--- config.mk ---
export PLATFORM = sky130hd
export DESIGN_NAME = job_queue_with_cancel_last_unit
export DESIGN_NICKNAME = d
export VERILOG_FILES = /design/src/hdl/jqc_pkg.sv /design/src/hdl/jqc_ctrl.sv /design/src/hdl/jqc_dp.sv /design/src/hdl/job_queue_with_cancel_last_unit.sv
export SDC_FILE = /design/constraint.sdc
export NUM_CORES = 2
export LEC_CHECK = 0
export BUFFER_PORTS_ARGS = -buffer_cell sky130_fd_sc_hd__buf_4
export CORE_MARGIN = 8
export CORE_UTILIZATION = 30
export CTS_CLUSTER_SIZE = 40
export DETAILED_ROUTE_END_ITERATION = 6
export PLACE_DENSITY_LB_ADDON = 0.25
export SLEW_MARGIN = 20
export SYNTH_ARGS = -nofsm -noshare
export SYNTH_HDL_FRONTEND = slang
export SYNTH_SLANG_ARGS = --single-unit
--- constraint.sdc ---
create_clock -name clock -period 5.8 [get_ports clock]
set_clock_uncertainty 0.15 [all_clocks]
set_input_delay 0 -clock clock [delete_from_list [all_inputs] [get_ports clock]]
set_output_delay 0 -clock clock [all_outputs]
set_load 0.1 [all_outputs]
--- src/hdl/jqc_pkg.sv ---
// ----------------------------------------------------------------------------
// Job queue with cancel-last: shared package
// Port widths, default sizes, transaction and result codes, and the
// command and status bundles that join the controller and the datapath.
// ----------------------------------------------------------------------------
package jqc_pkg;

   // Fixed widths of the transaction fields.
   localparam int KIND_W   = 2;
   localparam int JOB_ID_W = 16;
   localparam int STATUS_W = 4;
   localparam int PCOUNT_W = 6;

   // Default sizes for the top level parameters.
   localparam int DEF_QUEUE_DEPTH = 32;
   localparam int DEF_STACK_DEPTH = 32;
   localparam int DEF_SET_DEPTH   = 32;
   localparam int DEF_ID_BITS     = 16;

   // Request kinds.
   localparam logic [KIND_W-1:0] KIND_ADD    = 2'd0;
   localparam logic [KIND_W-1:0] KIND_CANCEL = 2'd1;
   localparam logic [KIND_W-1:0] KIND_DRAIN  = 2'd2;

   // Result status codes.
   localparam logic [STATUS_W-1:0] RSP_ADDED        = 4'd0;
   localparam logic [STATUS_W-1:0] RSP_QUEUE_FULL   = 4'd1;
   localparam logic [STATUS_W-1:0] RSP_CANCEL_MARK  = 4'd2;
   localparam logic [STATUS_W-1:0] RSP_NO_CANCEL    = 4'd3;
   localparam logic [STATUS_W-1:0] RSP_PRINTED      = 4'd4;
   localparam logic [STATUS_W-1:0] RSP_SKIPPED      = 4'd5;
   localparam logic [STATUS_W-1:0] RSP_DRAIN_DONE   = 4'd6;
   localparam logic [STATUS_W-1:0] RSP_QUEUE_EMPTY  = 4'd7;
   localparam logic [STATUS_W-1:0] RSP_SET_FULL     = 4'd8;

   typedef enum logic [1:0] {
      ST_IDLE,
      ST_CANCEL,
      ST_DRAIN,
      ST_DONE
   } jqc_state_type;

   // Commands from the controller to the datapath.
   typedef struct packed {
      logic add;
      logic cancel;
      logic drain_start;
      logic drain_job;
      logic drain_done;
      logic drain_empty;
   } jqc_cmd_type;

   // Status from the datapath to the controller.
   typedef struct packed {
      logic queue_empty;
      logic queue_last;
   } jqc_stat_type;

endpackage

--- src/hdl/jqc_ctrl.sv ---
// ----------------------------------------------------------------------------
// Job queue with cancel-last: controller
// Sequences add, cancel and drain transactions and issues datapath commands.
// ----------------------------------------------------------------------------
module jqc_ctrl
   import jqc_pkg::*;
(
   input  logic              clock,
   input  logic              reset,
   input  logic              accept,
   input  logic [KIND_W-1:0] kind,
   input  jqc_stat_type      stat,
   output jqc_cmd_type       cmd,
   output logic              busy
);

   jqc_state_type state_ff;
   jqc_state_type state_in;

   always_ff @(posedge clock) begin
      if (reset) begin
         state_ff <= ST_IDLE;
      end else begin
         state_ff <= state_in;
      end
   end

   always_comb begin
      state_in = state_ff;
      cmd      = '0;
      busy     = 1'b1;
      unique case (state_ff)
         ST_IDLE: begin
            busy = 1'b0;
            if (accept) begin
               case (kind)
                  KIND_ADD: begin
                     cmd.add = 1'b1;
                  end
                  KIND_CANCEL: begin
                     // The stack top is read on this edge and used next cycle.
                     state_in = ST_CANCEL;
                  end
                  KIND_DRAIN: begin
                     if (stat.queue_empty) begin
                        cmd.drain_empty = 1'b1;
                     end else begin
                        cmd.drain_start = 1'b1;
                        state_in        = ST_DRAIN;
                     end
                  end
                  default: begin
                     // Unused kind: accepted and ignored.
                  end
               endcase
            end
         end
         ST_CANCEL: begin
            cmd.cancel = 1'b1;
            state_in   = ST_IDLE;
         end
         ST_DRAIN: begin
            cmd.drain_job = 1'b1;
            if (stat.queue_last) begin
               state_in = ST_DONE;
            end
         end
         ST_DONE: begin
            cmd.drain_done = 1'b1;
            state_in       = ST_IDLE;
         end
         default: begin
            state_in = ST_IDLE;
         end
      endcase
   end

endmodule

--- src/hdl/jqc_dp.sv ---
// ----------------------------------------------------------------------------
// Job queue with cancel-last: datapath
// Job FIFO memory, circular undo stack memory, revoked-id match set and the
// registered result outputs.
// ----------------------------------------------------------------------------
module jqc_dp
   import jqc_pkg::*;
#(
   parameter int QUEUE_DEPTH = DEF_QUEUE_DEPTH,
   parameter int STACK_DEPTH = DEF_STACK_DEPTH,
   parameter int SET_DEPTH   = DEF_SET_DEPTH,
   parameter int ID_BITS     = DEF_ID_BITS
)(
   input  logic                clock,
   input  logic                reset,
   input  jqc_cmd_type         cmd,
   input  logic [JOB_ID_W-1:0] job_id,
   output jqc_stat_type        stat,
   output logic                rsp_valid,
   output logic [STATUS_W-1:0] rsp_status,
   output logic [JOB_ID_W-1:0] rsp_result_id,
   output logic [PCOUNT_W-1:0] rsp_printed_count,
   output logic                rsp_last
);

   localparam int QIDX_W = $clog2(QUEUE_DEPTH);
   localparam int QCNT_W = $clog2(QUEUE_DEPTH + 1);
   localparam int SIDX_W = $clog2(STACK_DEPTH);
   localparam int SCNT_W = $clog2(STACK_DEPTH + 1);

   // Memories.
   logic [ID_BITS-1:0] fifo_ram  [QUEUE_DEPTH];
   logic [ID_BITS-1:0] stack_ram [STACK_DEPTH];
   logic [ID_BITS-1:0] fifo_rd_ff;
   logic [ID_BITS-1:0] stack_rd_ff;

   // FIFO pointers.
   logic [QIDX_W-1:0]  head_ff, head_in, head_inc, tail, rd_addr;
   logic [QCNT_W-1:0]  fill_ff, fill_in;
   logic [QCNT_W:0]    tail_sum;

   // Undo stack: write pointer and count of a circular buffer.
   logic [SIDX_W-1:0]  sptr_ff, sptr_in, sptr_inc, sptr_dec;
   logic [SCNT_W-1:0]  scnt_ff, scnt_in;

   // Revoked-id set.
   logic [ID_BITS-1:0]   set_ids_ff [SET_DEPTH];
   logic [SET_DEPTH-1:0] set_valid_ff, set_valid_in;
   logic [SET_DEPTH-1:0] set_match, set_free, set_free_one, set_we;
   logic [ID_BITS-1:0]   key;
   logic                 hit;

   logic [QCNT_W-1:0]  printed_ff, printed_in;
   logic [ID_BITS-1:0] new_id;
   logic               q_full;
   logic               fifo_we, stack_we;

   // Result registers.
   logic                rsp_valid_ff, rsp_valid_in;
   logic [STATUS_W-1:0] status_ff, status_in;
   logic [ID_BITS-1:0]  rid_ff, rid_in;
   logic [QCNT_W-1:0]   pcount_ff, pcount_in;
   logic                last_ff, last_in;

   assign new_id   = ID_BITS'(job_id);
   assign q_full   = (fill_ff == QCNT_W'(QUEUE_DEPTH));
   assign head_inc = (head_ff == QIDX_W'(QUEUE_DEPTH - 1)) ? '0 : head_ff + 1'b1;
   assign tail_sum = (QCNT_W + 1)'(head_ff) + (QCNT_W + 1)'(fill_ff);
   assign tail     = (tail_sum >= (QCNT_W + 1)'(QUEUE_DEPTH))
                     ? QIDX_W'(tail_sum - (QCNT_W + 1)'(QUEUE_DEPTH))
                     : QIDX_W'(tail_sum);
   assign rd_addr  = cmd.drain_job ? head_inc : head_ff;
   assign sptr_inc = (sptr_ff == SIDX_W'(STACK_DEPTH - 1)) ? '0 : sptr_ff + 1'b1;
   assign sptr_dec = (sptr_ff == '0) ? SIDX_W'(STACK_DEPTH - 1) : sptr_ff - 1'b1;

   assign stat.queue_empty = (fill_ff == '0);
   assign stat.queue_last  = (fill_ff == QCNT_W'(1));

   // Match against every stored id; ids in the set are unique.
   assign key = cmd.cancel ? stack_rd_ff : fifo_rd_ff;
   always_comb begin
      for (int i = 0; i < SET_DEPTH; i++) begin
         set_match[i] = set_valid_ff[i] && (set_ids_ff[i] == key);
      end
   end
   assign hit          = |set_match;
   assign set_free     = ~set_valid_ff;
   assign set_free_one = set_free & (~set_free + SET_DEPTH'(1));

   always_comb begin
      head_in      = head_ff;
      fill_in      = fill_ff;
      sptr_in      = sptr_ff;
      scnt_in      = scnt_ff;
      set_valid_in = set_valid_ff;
      set_we       = '0;
      printed_in   = printed_ff;
      fifo_we      = 1'b0;
      stack_we     = 1'b0;
      rsp_valid_in = 1'b0;
      status_in    = RSP_ADDED;
      rid_in       = '0;
      pcount_in    = '0;
      last_in      = 1'b1;

      if (cmd.add) begin
         rsp_valid_in = 1'b1;
         rid_in       = new_id;
         if (q_full) begin
            status_in = RSP_QUEUE_FULL;
         end else begin
            status_in = RSP_ADDED;
            fifo_we   = 1'b1;
            fill_in   = fill_ff + 1'b1;
            // A full stack overwrites its oldest entry at the write pointer.
            stack_we  = 1'b1;
            sptr_in   = sptr_inc;
            if (scnt_ff != SCNT_W'(STACK_DEPTH)) begin
               scnt_in = scnt_ff + 1'b1;
            end
         end
      end

      if (cmd.cancel) begin
         rsp_valid_in = 1'b1;
         if (scnt_ff == '0) begin
            status_in = RSP_NO_CANCEL;
         end else if (hit || (|set_free)) begin
            status_in = RSP_CANCEL_MARK;
            rid_in    = stack_rd_ff;
            sptr_in   = sptr_dec;
            scnt_in   = scnt_ff - 1'b1;
            if (!hit) begin
               set_we       = set_free_one;
               set_valid_in = set_valid_ff | set_free_one;
            end
         end else begin
            status_in = RSP_SET_FULL;
            rid_in    = stack_rd_ff;
         end
      end

      if (cmd.drain_start) begin
         printed_in = '0;
      end

      if (cmd.drain_job) begin
         rsp_valid_in = 1'b1;
         rid_in       = fifo_rd_ff;
         last_in      = 1'b0;
         head_in      = head_inc;
         fill_in      = fill_ff - 1'b1;
         if (hit) begin
            status_in    = RSP_SKIPPED;
            set_valid_in = set_valid_ff & ~set_match;
         end else begin
            status_in  = RSP_PRINTED;
            printed_in = printed_ff + 1'b1;
         end
      end

      if (cmd.drain_done) begin
         rsp_valid_in = 1'b1;
         status_in    = RSP_DRAIN_DONE;
         pcount_in    = printed_ff;
      end

      if (cmd.drain_empty) begin
         rsp_valid_in = 1'b1;
         status_in    = RSP_QUEUE_EMPTY;
      end
   end

   // Memories: one write and one registered read each.
   always_ff @(posedge clock) begin
      if (fifo_we) begin
         fifo_ram[tail] <= new_id;
      end
      fifo_rd_ff <= fifo_ram[rd_addr];
   end

   always_ff @(posedge clock) begin
      if (stack_we) begin
         stack_ram[sptr_ff] <= new_id;
      end
      stack_rd_ff <= stack_ram[sptr_dec];
   end

   always_ff @(posedge clock) begin
      for (int i = 0; i < SET_DEPTH; i++) begin
         if (set_we[i]) begin
            set_ids_ff[i] <= stack_rd_ff;
         end
      end
   end

   always_ff @(posedge clock) begin
      if (reset) begin
         head_ff      <= '0;
         fill_ff      <= '0;
         sptr_ff      <= '0;
         scnt_ff      <= '0;
         set_valid_ff <= '0;
         printed_ff   <= '0;
         rsp_valid_ff <= 1'b0;
      end else begin
         head_ff      <= head_in;
         fill_ff      <= fill_in;
         sptr_ff      <= sptr_in;
         scnt_ff      <= scnt_in;
         set_valid_ff <= set_valid_in;
         printed_ff   <= printed_in;
         rsp_valid_ff <= rsp_valid_in;
      end
   end

   always_ff @(posedge clock) begin
      status_ff <= status_in;
      rid_ff    <= rid_in;
      pcount_ff <= pcount_in;
      last_ff   <= last_in;
   end

   assign rsp_valid         = rsp_valid_ff;
   assign rsp_status        = status_ff;
   assign rsp_result_id     = JOB_ID_W'(rid_ff);
   assign rsp_printed_count = PCOUNT_W'(pcount_ff);
   assign rsp_last          = last_ff;

endmodule

--- src/hdl/job_queue_with_cancel_last_unit.sv ---
// ----------------------------------------------------------------------------
// Job queue with cancel-last: top level
// A cancel first reads the stack top; each result is on the rsp_ ports the
// cycle after its work is done, for one cycle only, as the receiver cannot stall.
// A drain reads one queued job per cycle through the FIFO memory read port, then
// gives a summary; a drain of an empty queue gives only a QUEUE_EMPTY result.
// Synchronous reset empties queue, stack and revoked set at once (no sweep).
// ----------------------------------------------------------------------------
module job_queue_with_cancel_last_unit
   import jqc_pkg::*;
#(
   parameter int QUEUE_DEPTH = DEF_QUEUE_DEPTH,
   parameter int STACK_DEPTH = DEF_STACK_DEPTH,
   parameter int SET_DEPTH   = DEF_SET_DEPTH,
   parameter int ID_BITS     = DEF_ID_BITS
)(
   input  logic                clock,
   input  logic                reset,
   input  logic                start,
   output logic                busy,
   input  logic [KIND_W-1:0]   req_kind,
   input  logic [JOB_ID_W-1:0] req_job_id,
   output logic                rsp_valid,
   output logic [STATUS_W-1:0] rsp_status,
   output logic [JOB_ID_W-1:0] rsp_result_id,
   output logic [PCOUNT_W-1:0] rsp_printed_count,
   output logic                rsp_last
);

   // A transaction is taken whenever start is high while the controller is
   // idle. Adds can therefore follow each other in every cycle, while a
   // cancel or a non-empty drain holds busy until its last result is registered.
   logic        accept;
   jqc_cmd_type cmd;
   jqc_stat_type stat;

   assign accept = start && !busy;

   // The controller decides which operation runs in each cycle; it sees only
   // accept, the request kind and two fill flags from the datapath.
   jqc_ctrl u_ctrl (
      .clock  (clock),
      .reset  (reset),
      .accept (accept),
      .kind   (req_kind),
      .stat   (stat),
      .cmd    (cmd),
      .busy   (busy)
   );

   // The datapath holds the job FIFO, the undo stack and the revoked-id set.
   // A drain reads one FIFO entry per cycle, checks it against the whole set
   // in parallel, and clears the matching mark in the same cycle, so a later
   // job with the same id sees the updated set.
   jqc_dp #(
      .QUEUE_DEPTH (QUEUE_DEPTH),
      .STACK_DEPTH (STACK_DEPTH),
      .SET_DEPTH   (SET_DEPTH),
      .ID_BITS     (ID_BITS)
   ) u_dp (
      .clock             (clock),
      .reset             (reset),
      .cmd               (cmd),
      .job_id            (req_job_id),
      .stat              (stat),
      .rsp_valid         (rsp_valid),
      .rsp_status        (rsp_status),
      .rsp_result_id     (rsp_result_id),
      .rsp_printed_count (rsp_printed_count),
      .rsp_last          (rsp_last)
   );

endmodule

==> impl_metrics.tcl <==
set metrics [dict create \
    nNetsFinal 5113 \
    grt_max_degree 88 \
    rrSetupSlack_ns 0.26 \
    maxCapViolations 0 \
    design_power_total_mw 29.4 \
    crit_fanout 16 \
    hold_violations 0 \
    netlist_area_um2 73300 \
    fmax_mhz 181 \
    met2_usage 0.279 \
    num_vias 47000 \
    pre_cts_slack_ns 0.472 \
    row_count 181 \
    drv_slew 0 \
    ys_seq_elements 1658 \
    layout_min_cycle_time_ns 5.54 \
    setup_viol_count_final 0 \
    overflow 0 \
    yosys_warnings 0 \
    whs_ns 0.0908 \
    drtAntennaViolNets 0 \
    yosysTopAreaCell "edfxtp_1" \
    hold_class "input pin to flop" \
    min_period_over_period 0.955 \
    p_sw_frac 0.289 \
    grt_pass1_wl_um 345000 \
    power_density_nw_per_um2 347 \
    io_pins 50 \
    remaining_drc_errors 12 \
    synth_compound_area_frac 0.0952 \
    syn_inst 4874 \
    clkLatencyLatePin_ns 0.85 \
    synth_commonest_cells "1536 x edfxtp_1, 256 x mux4_2, 240 x nand2_1" \
    synth_ff_type "edfxtp_1" \
    dpl.cell_count 8074 \
    place_congestion 0.881 \
    routedWlPerCell_um 28.7 \
    cp.required_ns 6.18 \
    dr.pass1.iters 7 \
    start_util 0.302 \
    synthMuxAreaShare 0.0912 \
    worstMarginPinSlew_ns 1.10 \
    post-dp-hpwl_um 144000 \
    core_area_um2 243000 \
    combPwrFrac 0.159 \
    synth-xor-area-share 0.0468 \
    busiest_layer "met2" \
    syn_area_per_cell_um2 15.0 \
    async_flop_share 0 \
    cts_tree "yes" \
    cts_root_buffer "clkbuf_16" \
    cts_resized 0 \
    antenna_found_initial 16 \
    synth_top_family_by_area "compound AO/OA/AOI/OAI gates" \
    die_x_um 510 \
    rsz0062_at_grt "no" \
    status "finished with violations" \
    synth_top_area_frac 0.629 \
    power_frac_clock 0.374 \
    worstSetupPathType "flop to flop" \
    yosysMostFrequentCell "edfxtp_1" \
    total_leakage_power_nw 27.5 \
    clock_sinks 1658 \
    failed_checks "design-rule violations" \
    power_switching_mw 8.49 \
    irDropWorstVdd_mv 0.261 \
    drt-total-wl_um 242000 \
    ys_top_cells_by_area "edfxtp_1 63%, mux4_2 7.9%, dfxtp_1 3.3%" \
    grt_use_total 0.180 \
    fin_cells 8428 \
    area_growth_pct 15.8 \
    die_area_um2 261000 \
    via_per_inst 5.57 \
    tns_ns 0 \
    drive_gt1_frac 0.190 \
    ys_types 86 \
    timing.final.ws_setup_ns 0.260 \
    syn_nets 4915 \
    cp.arrival_ns 5.92 \
    seqPwrFrac 0.467 \
    numCtsBuffers 175 \
    die_h_um 510 \
    ctsLongestPathBuffers 3 \
    slew-limit-headroom 0.266 \
    grt_pass1_vias 46900 \
    synth_simple_gate_area_share 0.0703 \
    p_int_mw 20.9 \
    h-tree-depth 4 \
    ys_seq_area_frac 0.662 \
    final.fill_count 23300 \
    synth-adder-area-share 0.00351 \
    grt_use_met3 0.0341 \
    endpoint_kind "flop" \
    clk_pin_slew_worst_paths_ns 0.06 \
    io_buffers 49 \
    synth_edf_count 1536 \
    grtUsageMet1 0.252 \
    crit_path_start_kind "flop" \
    drt-initial-drc-count 6055 \
]
worst paths after layout:
kind                  startpoint  cells after the start                 endpoint
min reg2reg  u_dp.stack_rd_ff[2]                      0  u_dp.set_ids_ff[1][226]
max reg2reg   u_ctrl.state_ff[1]                     13    u_dp.set_ids_ff[1][2]
max           u_ctrl.state_ff[1]                     13    u_dp.set_ids_ff[1][2]
min                        reset                      3          u_dp.fill_ff[5]
critical path, stage by stage, from the launching register on:
cell and delay [ns]:
dfxtp_1 0.32, nand2b_4 0.29, mux2i_4 0.80, buf_4 0.35, xnor2_1 0.21, nor3_1 0.12
nand4_1 0.18, o2111ai_1 0.24, or4_1 0.68, or3_2 0.53, buf_4 0.22, nor3_1 0.59
and4b_1 0.36, buf_12 0.17
layout make-up:
class,instances,area (um2),area share
Antenna cell,10,25.0,0.000295
Clock buffer,232,4700,0.0554
Clock inverter,89,898,0.0106
Inverter,198,748,0.00881
Multi-Input combinational cell,2693,22800,0.268
Sequential cell,1658,48600,0.573
Tap cell,3202,4010,0.0472
Timing Repair Buffer,346,3120,0.0367
power groups by stage:
stage                     logic [mW]  clock network [mW]  registers [mW]
after floorplan                 2.25                   0            13.9
after global placement          4.57                   0            14.0
after detailed placement        4.58                   0            14.0
after CTS                       4.60                11.3            13.7
after global routing            4.83                11.7            13.7
final                           4.67                11.0            13.7
cell usage in the layout, fill, tap and decap left out, types with 65 or more instances in the layout:
cell,count
edfxtp_1,1536
buf_4,286
mux4_2,256
nand2_1,239
xor2_1,208
inv_1,184
xnor2_1,184
clkbuf_16,176
nor2_1,158
nand3_1,148
nor2b_1,118
a21oi_1,115
o21ai_0,98
dfxtp_1,94
o22ai_1,93
nor3_1,68
a2111oi_0,66
a222oi_1,65
timing repair:
action | 4_1_cts | 5_1_grt
endpoints found under the hold margin | 1075 | 0
buffers inserted | 0 | 0
hold buffers | 23 | 0
metal layers:
| layer | up-vias | routed length, um | share of wire |
|---|---|---|---|
| met5 | - | 34 | 0.00014 |
| met4 | 6 | 9350 | 0.039 |
| met3 | 548 | 19500 | 0.081 |
| met2 | 2321 | 109000 | 0.45 |
| met1 | 24300 | 104000 | 0.43 |
| li1 | 19800 | - | - |
state kept, by name, summed over array words and instances (netlist names), 2 cells and up:
register / count
u_dp.fifo_ram: 512
u_dp.set_ids_ff: 512
u_dp.stack_ram: 512
u_dp.set_valid_ff: 32
u_dp.fifo_rd_ff: 16
u_dp.rsp_result_id: 16
u_dp.stack_rd_ff: 16
u_dp.fill_ff: 6
u_dp.printed_ff: 6
u_dp.rsp_printed_count: 6
u_dp.scnt_ff: 6
u_dp.head_ff: 5
u_dp.sptr_ff: 5
u_dp.rsp_status: 4
u_ctrl.state_ff: 2
through the flow:
step | instance area [um2] | util
detailed placement | 79100 | 0.325
CTS | 84900 | 0.349
finish | 84900 | 0.349
floorplan | 73300 | -
global route | 84900 | 0.349
global placement | 79000 | 0.325
kinds of logic after synthesis:
logic type,count (synthesis)
flops,1658
simple gates,1019
mux,341
buf+inv,523
xor+xnor,392
fa+ha+maj,20
compound gates,921
(Power assumes the default switching activity.)
